File: src/idhcv_pkg.sv
// types, status codes and the add-and-rotate helper for the datagram checksum checker
// used by every module under src; depends on nothing
`timescale 1ns / 1ps

package idhcv_pkg;

    localparam int HEADER_BYTES_DEF = 30;

    localparam logic [2:0] ST_OK       = 3'd0;
    localparam logic [2:0] ST_MISMATCH = 3'd1;
    localparam logic [2:0] ST_SKIPPED  = 3'd2;
    localparam logic [2:0] ST_SHORT    = 3'd3;
    localparam logic [2:0] ST_TRUNC    = 3'd4;

    localparam logic [15:0] SUM_DISABLED = 16'hFFFF;
    localparam logic [15:0] INDEX_MAX    = 16'hFFFF;

    typedef struct packed {
        logic [7:0] data_byte;
        logic       start_of_frame;
        logic       end_of_frame;
    } t_in_beat;

    typedef struct packed {
        logic [2:0]  status;
        logic [15:0] computed_sum;
        logic [15:0] received_sum;
        logic [15:0] packet_length;
        logic [7:0]  packet_type;
    } t_out_beat;

    // handshake between the input register and the checksum core
    typedef struct packed {
        logic     valid;
        t_in_beat beat;
    } t_in_slot;

    // one's complement add, then rotate left by one
    function automatic logic [15:0] add_rotate(input logic [15:0] sum, input logic [15:0] word);
        logic [16:0] s17;
        logic [15:0] s1;
        s17 = {1'b0, sum} + {1'b0, word};
        s1  = s17[16] ? (s17[15:0] + 16'd1) : s17[15:0];
        return {s1[14:0], s1[15]};
    endfunction

endpackage

File: src/idhcv_in_stage.sv
// input register for the byte stream
// depends on idhcv_pkg
`timescale 1ns / 1ps

module idhcv_in_stage import idhcv_pkg::*; (
    input  logic     i_clk,
    input  logic     i_rst_n,
    input  logic     i_in_valid,
    output logic     o_in_ready,
    input  t_in_beat i_in_data,
    input  logic     i_take,
    output t_in_slot o_slot
);

    logic     r_valid;
    t_in_beat r_beat;

    assign o_in_ready = !r_valid || i_take;

    always_ff @(posedge i_clk) begin
        if (!i_rst_n) begin
            r_valid <= 1'b0;
        end else if (o_in_ready) begin
            r_valid <= i_in_valid;
        end
    end

    always_ff @(posedge i_clk) begin
        if (i_in_valid && o_in_ready) begin
            r_beat <= i_in_data;
        end
    end

    assign o_slot.valid = r_valid;
    assign o_slot.beat  = r_beat;

endmodule

File: src/idhcv_core.sv
// per-packet state and the add-and-rotate update, one byte per cycle while no verdict waits for the result register
// depends on idhcv_pkg
`timescale 1ns / 1ps

module idhcv_core import idhcv_pkg::*; #(
    parameter int HEADER_BYTES = HEADER_BYTES_DEF
) (
    input  logic      i_clk,
    input  logic      i_rst_n,
    input  t_in_slot  i_slot,
    output logic      o_take,
    input  logic      i_out_free,
    output logic      o_res_load,
    output t_out_beat o_res
);

    typedef struct packed {
        logic [15:0] byte_index;
        logic [15:0] running_sum;
        logic [7:0]  held_high_byte;
        logic [15:0] cap_sum;
        logic [15:0] cap_len;
        logic [7:0]  cap_type;
        logic        in_packet;
        logic        verdict_given;
    } t_pkt_state;

    t_pkt_state  r_st;
    t_pkt_state  n_st;
    t_pkt_state  base;
    logic [15:0] idx;
    logic [7:0]  b;
    logic        sof;
    logic        eof;
    logic        emit;
    logic        short_len;
    logic        complete;
    logic        do_add;
    logic [15:0] word;
    t_out_beat   res;

    always_comb begin
        b   = i_slot.beat.data_byte;
        sof = i_slot.beat.start_of_frame;
        eof = i_slot.beat.end_of_frame;

        base = r_st;
        if (sof) begin
            base           = '0;
            base.in_packet = 1'b1;
        end

        idx       = base.byte_index;
        n_st      = base;
        emit      = 1'b0;
        short_len = 1'b0;
        complete  = 1'b0;
        do_add    = 1'b0;
        word      = '0;
        res       = '0;

        if (base.in_packet) begin
            if (base.verdict_given) begin
                if (eof) begin
                    n_st.in_packet = 1'b0;
                end
            end else begin
                case (idx)
                    16'd0: n_st.cap_sum      = {b, 8'h00};
                    16'd1: n_st.cap_sum[7:0] = b;
                    16'd2: n_st.cap_len      = {b, 8'h00};
                    16'd3: n_st.cap_len[7:0] = b;
                    16'd5: n_st.cap_type     = b;
                    default: ;
                endcase

                short_len = (idx == 16'd3) && (n_st.cap_len < 16'(HEADER_BYTES));
                complete  = (idx >= 16'd3) &&
                            (({1'b0, idx} + 17'd1) == {1'b0, n_st.cap_len});

                if (idx >= 16'd2) begin
                    if (idx[0]) begin
                        do_add = 1'b1;
                        word   = {base.held_high_byte, b};
                    end else begin
                        n_st.held_high_byte = b;
                        // odd length: pad the last byte with a zero low byte
                        if (complete && !short_len) begin
                            do_add = 1'b1;
                            word   = {b, 8'h00};
                        end
                    end
                end
                if (do_add) begin
                    n_st.running_sum = add_rotate(base.running_sum, word);
                end

                res.received_sum  = n_st.cap_sum;
                res.packet_length = n_st.cap_len;
                res.packet_type   = n_st.cap_type;
                res.computed_sum  = n_st.running_sum;

                if (short_len) begin
                    emit             = 1'b1;
                    res.status       = ST_SHORT;
                    res.computed_sum = '0;
                end else if (complete) begin
                    emit = 1'b1;
                    if (n_st.cap_sum == SUM_DISABLED) begin
                        res.status = ST_SKIPPED;
                    end else if (n_st.cap_sum == n_st.running_sum) begin
                        res.status = ST_OK;
                    end else begin
                        res.status = ST_MISMATCH;
                    end
                end else if (eof) begin
                    emit       = 1'b1;
                    res.status = ST_TRUNC;
                end

                if (emit) begin
                    n_st.verdict_given = 1'b1;
                end
                if (idx != INDEX_MAX) begin
                    n_st.byte_index = idx + 16'd1;
                end
                if (eof) begin
                    n_st.in_packet = 1'b0;
                end
            end
        end
    end

    // a beat that yields a verdict waits until the result register can take it
    assign o_take     = i_slot.valid && (!emit || i_out_free);
    assign o_res_load = o_take && emit;
    assign o_res      = res;

    always_ff @(posedge i_clk) begin
        if (!i_rst_n) begin
            r_st <= '0;
        end else if (o_take) begin
            r_st <= n_st;
        end
    end

`ifndef SYNTHESIS
    a_verdict_marks: assert property (@(posedge i_clk) disable iff (!i_rst_n)
        o_res_load |=> r_st.verdict_given)
        else $error("verdict given but packet not marked");

    a_sof_restarts: assert property (@(posedge i_clk) disable iff (!i_rst_n)
        o_take && i_slot.beat.start_of_frame |=> r_st.byte_index == 16'd1)
        else $error("start of frame did not restart the byte count");

    a_short_at_len: assert property (@(posedge i_clk) disable iff (!i_rst_n)
        o_res_load && o_res.status == ST_SHORT |-> idx == 16'd3 && o_res.computed_sum == 16'd0)
        else $error("length short verdict away from the length field");

    a_one_verdict: assert property (@(posedge i_clk) disable iff (!i_rst_n)
        o_res_load |-> !base.verdict_given)
        else $error("second verdict within one packet");
`endif

endmodule

File: src/idhcv_out_stage.sv
// result register that holds a verdict until the consumer takes it
// depends on idhcv_pkg
`timescale 1ns / 1ps

module idhcv_out_stage import idhcv_pkg::*; (
    input  logic      i_clk,
    input  logic      i_rst_n,
    input  logic      i_load,
    input  t_out_beat i_res,
    output logic      o_free,
    output logic      o_out_valid,
    input  logic      i_out_ready,
    output t_out_beat o_out_data
);

    logic      r_valid;
    t_out_beat r_res;

    assign o_free = !r_valid || i_out_ready;

    always_ff @(posedge i_clk) begin
        if (!i_rst_n) begin
            r_valid <= 1'b0;
        end else if (o_free) begin
            r_valid <= i_load;
        end
    end

    always_ff @(posedge i_clk) begin
        if (i_load) begin
            r_res <= i_res;
        end
    end

    assign o_out_valid = r_valid;
    assign o_out_data  = r_res;

endmodule

File: src/idp_header_checksum_verify_top.sv
// datagram checksum checker: byte stream in, at most one verdict beat per packet out
// a beat goes through the input register, the core, then the result register
// throughput: one byte beat per cycle; the add-and-rotate update is one step per word
// a beat that yields a verdict stalls only while the result register is still full
// reset: synchronous active-low i_rst_n clears packet state and both valid flags
// depends on idhcv_pkg, idhcv_in_stage, idhcv_core, idhcv_out_stage
`timescale 1ns / 1ps

module idp_header_checksum_verify_top import idhcv_pkg::*; #(
    parameter int HEADER_BYTES = HEADER_BYTES_DEF
) (
    input  logic      i_clk,
    input  logic      i_rst_n,
    input  logic      i_in_valid,
    output logic      o_in_ready,
    input  t_in_beat  i_in_data,
    output logic      o_out_valid,
    input  logic      i_out_ready,
    output t_out_beat o_out_data
);

    t_in_slot  slot;
    logic      take;
    logic      out_free;
    logic      res_load;
    t_out_beat res;

    idhcv_in_stage u_in_stage (
        .i_clk      (i_clk),
        .i_rst_n    (i_rst_n),
        .i_in_valid (i_in_valid),
        .o_in_ready (o_in_ready),
        .i_in_data  (i_in_data),
        .i_take     (take),
        .o_slot     (slot)
    );

    idhcv_core #(
        .HEADER_BYTES (HEADER_BYTES)
    ) u_core (
        .i_clk      (i_clk),
        .i_rst_n    (i_rst_n),
        .i_slot     (slot),
        .o_take     (take),
        .i_out_free (out_free),
        .o_res_load (res_load),
        .o_res      (res)
    );

    idhcv_out_stage u_out_stage (
        .i_clk       (i_clk),
        .i_rst_n     (i_rst_n),
        .i_load      (res_load),
        .i_res       (res),
        .o_free      (out_free),
        .o_out_valid (o_out_valid),
        .i_out_ready (i_out_ready),
        .o_out_data  (o_out_data)
    );

endmodule

File: config.mk
export PLATFORM = sky130hd
export DESIGN_NAME = idp_header_checksum_verify_top
export DESIGN_NICKNAME = d
export VERILOG_FILES = /design/src/idhcv_pkg.sv /design/src/idhcv_in_stage.sv /design/src/idhcv_core.sv /design/src/idhcv_out_stage.sv /design/src/idp_header_checksum_verify_top.sv
export SDC_FILE = /design/constraint.sdc
export NUM_CORES = 1
export LEC_CHECK = 0
export BUFFER_PORTS_ARGS = -buffer_cell sky130_fd_sc_hd__buf_2
export CAP_MARGIN = 20
export CORE_MARGIN = 3
export CORE_UTILIZATION = 25
export CTS_BUF_LIST = sky130_fd_sc_hd__clkbuf_8
export DETAILED_ROUTE_END_ITERATION = 8
export HOLD_SLACK_MARGIN = 0.03
export SYNTH_ARGS = -nofsm -noshare
export SYNTH_HDL_FRONTEND = slang
export SYNTH_SLANG_ARGS = --single-unit
File: constraint.sdc
create_clock -name i_clk -period 7.15 [get_ports i_clk]
set_clock_uncertainty 0.05 [all_clocks]
set_input_delay 0.3575 -clock i_clk [delete_from_list [all_inputs] [get_ports i_clk]]
set_output_delay 0.3575 -clock i_clk [all_outputs]
set_load 0.05 [all_outputs]
# Yosys cells after proc, flatten, opt, wreduce, memory -nomap -nowiden
# Index checks and enable logic that the tools add are counted.
totals:
  regBits: 153
  input_bits: 14
  output_inout_bits: 61
  elab_cells: 99
op_classes:
  n_addsub: 4
  magnitude_cmp: 3
  eq_ne: 8
  mux: 48
  bitwise_logic: 1
  n_reduce_logical: 16
op_table:
  columns: ["op", "count"]
  rows:
  - ["2-to-1 mux 82 bit", 2]
  - ["2-to-1 mux 16 bit", 10]
  - ["2-to-1 mux 8 bit", 13]
  - ["2-to-1 mux 80 bit", 1]
  - ["adder 16 x 1 -> 16 bit, second input constant", 2]
  - ["equality test 16 x 2 -> 1 bit, second input constant", 2]
  - ["greater-or-equal comparator 16 x 2 -> 1 bit, second input constant", 2]
  - ["one-hot mux 8 bit (2 select lines)", 2]
  - ["adder 16 x 1 -> 17 bit, second input constant", 1]
  - ["adder 16 x 16 -> 17 bit", 1]
  - ["equality test 17 x 16 -> 1 bit", 1]
  - ["equality test 16 x 1 -> 1 bit, second input constant", 1]
  - ["equality test 16 bit", 1]
  - ["equality test 16 bit, second input constant", 1]
  - ["equality test 16 x 3 -> 1 bit, second input constant", 1]
  - ["logical NOT 16 bit", 1]
  - ["< comparator 16 x 5 -> 1 bit, second input constant", 1]
  - ["2-to-1 mux 1 bit", 16]
  - ["inequality test 16 bit, second input constant", 1]
  - ["2-to-1 mux 3 bit", 3]
  - ["logical AND 1 bit", 6]
  - ["logical NOT 1 bit", 4]
  - ["logical OR 1 bit", 3]
  - ["OR reduction 3 bit", 1]
  - ["other kinds (3)", 3]

# Longest topological paths before layout
logic_depth:
  word_depth: 25
  mapped_depth: 29
  depth_no_buf: 22

# Modules after synthesis
# Synthesis repeated with hierarchy kept, for this count alone.
unflattened:
  cells_unflattened: 1099
  area_unflattened_um2: 9544.2
modules_own_cells:
  columns: ["mod", "n_inst", "cells_each", "area_each_um2", "seq_area_each_um2"]
  rows:
  - ["idhcv_core", 1, 1020, 7358.3, 1641.6]
  - ["idhcv_out_stage", 1, 63, 1820.5, 1791.7]
  - ["idhcv_in_stage", 1, 16, 365.4, 320.3]

# Worst setup path after synthesis
# OpenSTA, ideal clock, no wires.
synth_timing:
  path_kind: "flip-flop to flip-flop"
  startpoint: "register u_core.r_st[73] in the netlist's numbering"
  endpoint: "register u_out_stage.r_res, in the netlist u_out_stage.o_out_data[56], data pin"
  setup_ns: 0.267
  t_arrival_ns: 6.662
  required_time_ns: 6.833
  slack_ns: 0.172
  path_stages_with_launch: 28
  n_path_buf: 5
  synth_period_minus_slack_ns: 6.978
  cell_sequence: "dfxtp_1 -> nor4_4 -> and4_1 -> nor2_1 -> a32o_1 -> or4b_1 -> clkbuf_1 -> nand4_1 -> nor4_2 -> a21oi_2 -> clkbuf_1 -> clkbuf_1 -> a21oi_1 -> ha_1 -> clkbuf_1 -> and3_1 -> and2_1 -> a31oi_1 -> o21a_1 -> clkbuf_1 -> nor4b_1 -> nand2_1 -> xnor2_1 -> a22o_1 -> mux2_1 -> or4_1 -> a2111oi_2 -> a31oi_1"
synth_between:
  elab_chain_len: 25
  elab_cells_between_ends: 48
  classes_between: "add/sub (3); order compare (3); eq/ne (6); mux (31); reduce/logical (5)"
synth_lines:
  columns: ["element", "line", "text"]
  rows:
  - ["start: declaration", "idhcv_core.sv:28", "t_pkt_state r_st;"]
  - ["start signal: assignment", "idhcv_core.sv:143", "r_st <= n_st;"]
  - ["2-to-1 mux 82 bit *", "idhcv_core.sv:48", "if (sof) begin"]
  - ["equality test 16 x 2 -> 1 bit (on tied branches)", "idhcv_core.sv:68, idhcv_core.sv:77", null]
  - ["one-hot mux 8 bit (2 select lines) or 2-to-1 mux 8 bit (tied branches)", "idhcv_core.sv:68", "case (idx)"]
  - ["2-to-1 mux 8 bit", "idhcv_core.sv:63", "if (base.verdict_given) begin"]
  - ["2-to-1 mux 8 bit", "idhcv_core.sv:62", "if (base.in_packet) begin"]
  - ["< comparator 16 x 5 -> 1 bit", "idhcv_core.sv:77", "short_len = (idx == 16'd3) && (n_st.cap_len < 16'(HEADER_BYTES));"]
  - ["logical AND 1 bit", "idhcv_core.sv:77", null]
  - ["logical NOT 1 bit", "idhcv_core.sv:88", "if (complete && !short_len) begin"]
  - ["(+9 left out)", null, null]
  - ["2-to-1 mux 16 bit", "idhcv_core.sv:94", "if (do_add) begin"]
  - ["2-to-1 mux 16 bit", "idhcv_core.sv:63", null]
  - ["2-to-1 mux 16 bit", "idhcv_core.sv:62", null]
  - ["equality test 16 bit", "idhcv_core.sv:111", "end else if (n_st.cap_sum == n_st.running_sum) begin"]
  - ["2-to-1 mux 1 bit", "idhcv_core.sv:111", null]
  - ["2-to-1 mux 3 bit", "idhcv_core.sv:109", "if (n_st.cap_sum == SUM_DISABLED) begin"]
  - ["2-to-1 mux 3 bit", "idhcv_core.sv:107", "end else if (complete) begin"]
  - ["2-to-1 mux 2 bit *", "idhcv_core.sv:103", "if (short_len) begin"]
  - ["end signal: assignment", "idhcv_out_stage.sv:31", "r_res <= i_res;"]
  - ["end: declaration", "idhcv_out_stage.sv:17", "t_out_beat r_res;"]
# Every way passes the cells marked *; elsewhere a longest branch is shown, timed or not. The select of a mux whose other input is x is not followed.
# A chain may end at the register's enable or synchronous reset.

# Worst setup path after layout
layout_timing:
  startpoint: "register u_core.r_st[78] in the netlist's numbering"
  endpoint: "register u_out_stage.r_res, in the netlist u_out_stage.o_out_data[56], data pin"
# The elaborated chain is that of the path after synthesis.

==> results.json <==
{
  "synth_edf_count": 69,
  "antenna_left": 0,
  "power.share.combinational_pct": 11.6,
  "use_met1_pct": 23.5,
  "place.gp.congestion": 0.998,
  "stdcell_area_sq_um": 11000,
  "core.rowCount": 70,
  "share_of_layout_cells_above_drive_strength_1_pct": 15.0,
  "synth_top_area_share_pct": 21.8,
  "grt_max_degree": 63,
  "max_slew_margin_pct": 31.0,
  "dr.pass1.iters": 6,
  "num-nets-final": 1235,
  "post-cts-setup-buffers": 0,
  "avgRoutedWirePerCell_microns": 19.5,
  "floorplan.core_area_sq_um": 37000,
  "synth_commonest_cells": "sky130_fd_sc_hd__nor2_1, sky130_fd_sc_hd__nand2_1, sky130_fd_sc_hd__dfxtp_1, sky130_fd_sc_hd__a21oi_1, sky130_fd_sc_hd__edfxtp_1",
  "cts_sinks": 153,
  "synth_cell_types": 84,
  "end_kind": "flop",
  "post-synth-top-area-cell": "sky130_fd_sc_hd__edfxtp_1",
  "finalCritPeriodShare_pct": 94.0,
  "status": "finished clean",
  "detail_route.iter0.violations": 976,
  "synth_fp_nets": 1174,
  "worstPathRequired_ps": 7310,
  "final_core_utilization_pct": 29.6,
  "dominantRegCellSynth": "sky130_fd_sc_hd__dfxtp_1",
  "setup_violating_endpoint_count_in_the_final_report": 0,
  "cts_tree": "done",
  "die_w_microns": 201,
  "area_growth_syn_to_layout_pct": 15.4,
  "crit_path_start_kind": "flop",
  "vias_post_dr": 8977,
  "power_density_nw_per_um2": 166,
  "multi_input_combinational_cell_area_sq_um": 5370,
  "clk_latency_ps": 470,
  "power.share.sequential_pct": 51.8,
  "synth_top_cells_by_area": "sky130_fd_sc_hd__edfxtp_1, sky130_fd_sc_hd__dfxtp_1, sky130_fd_sc_hd__nor2_1, sky130_fd_sc_hd__nand2_1, sky130_fd_sc_hd__a21oi_1",
  "numPortBuffers": 74,
  "final_setup_slack_of_the_worst_path_ps": 428,
  "number_of_endpoints_with_negative_hold_slack_in_the_final_report": 0,
  "clock.fmax_mhz": 149,
  "power.leakage_uw": 0.00398,
  "htree_num_levels": 4,
  "post-dp-hpwl_mm": 24.2,
  "grt_util_met3_pct": 3.84,
  "final.fill_count": 3972,
  "worstPathMaxFanout": 11,
  "netlist_area_before_placement_sq_um": 9510,
  "worst_ir_drop_vdd_v": 0.0000857,
  "power.switching_uw": 557,
  "critPathKind": "flop to flop",
  "cp.arrival_ps": 6880,
  "dr_vias_cell": 5.22,
  "yosys_warnings": 0,
  "holdCritPathClass": "input port to flop",
  "antenna_violations_before_repair": 1,
  "initial_utilization_pct": 25.7,
  "fin_crit_ps": 6720,
  "boundaryPins": 75,
  "clockBufferDepth": 2,
  "clk_root_buffer_cell": "sky130_fd_sc_hd__clkbuf_8",
  "finalPower_uw": 1820,
  "post-route-drc-count": 0,
  "die_area_sq_um": 40400,
  "clock_slew_seen_by_the_registers_of_the_worst_setup_and_hold_paths_ps": 100,
  "synthCells": 1142,
  "syn_avg_cell_area_sq_um": 8.33,
  "synth_most_common_cell": "sky130_fd_sc_hd__nor2_1",
  "finalMaxSlewViolations": 0,
  "regToRegStartpoint": "u_core.r_st[78]$_SDFFE_PN0P_",
  "ys_seq_area_share_pct": 39.5,
  "global_route_wire_length_before_repair_mm": 51.4,
  "drv_cap": 0,
  "tritoncts_buffers": 17,
  "clock_network_fraction_of_design_power_pct": 36.6,
  "placedInstanceArea_sq_um": 10500,
  "ys_async_sr_fraction_pct": 0,
  "internal_power_uw": 1270,
  "busiest_layer": "met1",
  "switching_share_pct": 30.5,
  "gr-total-overflow": 0,
  "final-seq-area_sq_um": 3750,
  "grt_pass1_vias": 8436,
  "setup-tns-final_ps": 0,
  "slew_at_the_pin_closest_to_its_max_slew_limit_ps": 1030,
  "r2r_slack_ps": 430,
  "min-delay-start": "i_in_valid",
  "grt_usage_pct": 16.2,
  "place_ws_ps": 255,
  "fp.dieH_microns": 201,
  "critical_path.startpoint": "u_core.r_st[78]$_SDFFE_PN0P_",
  "postRouteWirelength_mm": 33.6,
  "postSynthRegisterBits": 153,
  "grt_util_met2_pct": 23.4
}
-- worst max-delay path, cell delays in order (launching register included) --
cell                        delay, ps
sky130_fd_sc_hd__dfxtp_1          450
sky130_fd_sc_hd__nor4_4           460
sky130_fd_sc_hd__and4_1           350
sky130_fd_sc_hd__nor2_1           130
sky130_fd_sc_hd__buf_4            190
sky130_fd_sc_hd__a32oi_1          460
sky130_fd_sc_hd__xnor2_1          180
sky130_fd_sc_hd__nand4_1          230
sky130_fd_sc_hd__nor4_2           420
sky130_fd_sc_hd__a21oi_4          170
sky130_fd_sc_hd__a21oi_1          180
sky130_fd_sc_hd__ha_1             320
sky130_fd_sc_hd__a21o_1           200
sky130_fd_sc_hd__a311o_1          370
sky130_fd_sc_hd__a31oi_1          180
sky130_fd_sc_hd__o21a_1           210
sky130_fd_sc_hd__buf_4            180
sky130_fd_sc_hd__nor2b_1           50
sky130_fd_sc_hd__a211oi_1         250
sky130_fd_sc_hd__buf_4            180
sky130_fd_sc_hd__xor2_1           220
sky130_fd_sc_hd__o221ai_1         150
sky130_fd_sc_hd__or4_1            420
sky130_fd_sc_hd__a2111oi_2        340
sky130_fd_sc_hd__a31oi_1          120
-- through the flow --
step | hold slack, ps | instances
6_report | 117 | 1721
2_1_floorplan | 374 | 1142
3_3_place_gp | 383 | 1677
4_1_cts | 83.2 | 1719
5_1_grt | 108 | 1721
3_5_place_dp | 388 | 1677
-- power by group through the flow --
stage / sequential (uW) / clock, uW / combinational [uW]
final: 945 / 667 / 212
after CTS: 944 / 680 / 207
after global routing: 946 / 714 / 225
after detailed placement: 964 / 0 / 202
after floorplan: 975 / 0 / 116
after global placement: 964 / 0 / 202
-- worst paths after layout --
path | depth (start not counted) | endpoint
setup / recovery | 24 | u_out_stage.o_out_data[56]$_SDFFCE_PP0P_
setup reg to reg | 24 | u_out_stage.o_out_data[56]$_SDFFCE_PP0P_
hold / removal | 3 | u_in_stage.r_valid$_SDFFE_PN0N_
hold reg to reg | 2 | u_core.r_st[51]$_SDFFE_PN0P_
-- area by class of cell --
type / count / area share, %
multi-input cells: 884 / 48.9
flip-flops and latches: 153 / 34.2
repair buffers: 120 / 6.75
well taps: 504 / 5.74
clock buffers: 17 / 2.13
clock inverters: 15 / 1.29
inverters: 27 / 0.923
diodes: 1 / 0.0228
-- sequential cells by signal, indices dropped and copies added, names as in the netlist --
signal and cells:
u_out_stage.o_out_valid 1, u_in_stage.r_valid 1, u_out_stage.o_out_data 59, u_core.r_st 82, u_in_stage.o_slot 10
-- what timing repair did --
| item | in CTS | in global routing |
|---|---|---|
| setup endpoints to repair | 0 | 1 |
| hold buffers | 10 | 0 |
| gates resized for setup | 0 | 6 |
| hold endpoints to repair | 10 | 0 |
-- placed cells by master, fill, tap and decap left out, types with 23 or more instances in the layout --
| master | n |
|---|---|
| sky130_fd_sc_hd__and2_1 | 23 |
| sky130_fd_sc_hd__dfxtp_1 | 83 |
| sky130_fd_sc_hd__nor2_1 | 145 |
| sky130_fd_sc_hd__xnor2_1 | 37 |
| sky130_fd_sc_hd__nor2b_1 | 27 |
| sky130_fd_sc_hd__xor2_1 | 27 |
| sky130_fd_sc_hd__nor3_1 | 38 |
| sky130_fd_sc_hd__nand2_1 | 137 |
| sky130_fd_sc_hd__nand3_1 | 37 |
| sky130_fd_sc_hd__buf_4 | 36 |
| sky130_fd_sc_hd__a21oi_1 | 74 |
| sky130_fd_sc_hd__edfxtp_1 | 69 |
| sky130_fd_sc_hd__inv_1 | 27 |
| sky130_fd_sc_hd__o21ai_0 | 52 |
| sky130_fd_sc_hd__buf_2 | 74 |
-- cells by family after synthesis --
family	after synthesis	share of synthesized area, %
adders and majority gates	18	2.45
xor gates and xnor gates	64	5.89
DFF	153	39.5
buffers and inverters	105	4.50
and+or+nand+nor	501	26.2
muxes	20	2.16
AOI/OAI and AO/OA	281	19.3
-- layer usage --
metal | share of wire, % | vias up
li1 | - | 4242
met4 | 2.2 | 0
met2 | 42 | 428
met3 | 8.7 | 50
met5 | 0 | -
met1 | 47 | 4257
Note: power is estimated with default switching activity, not from simulation.
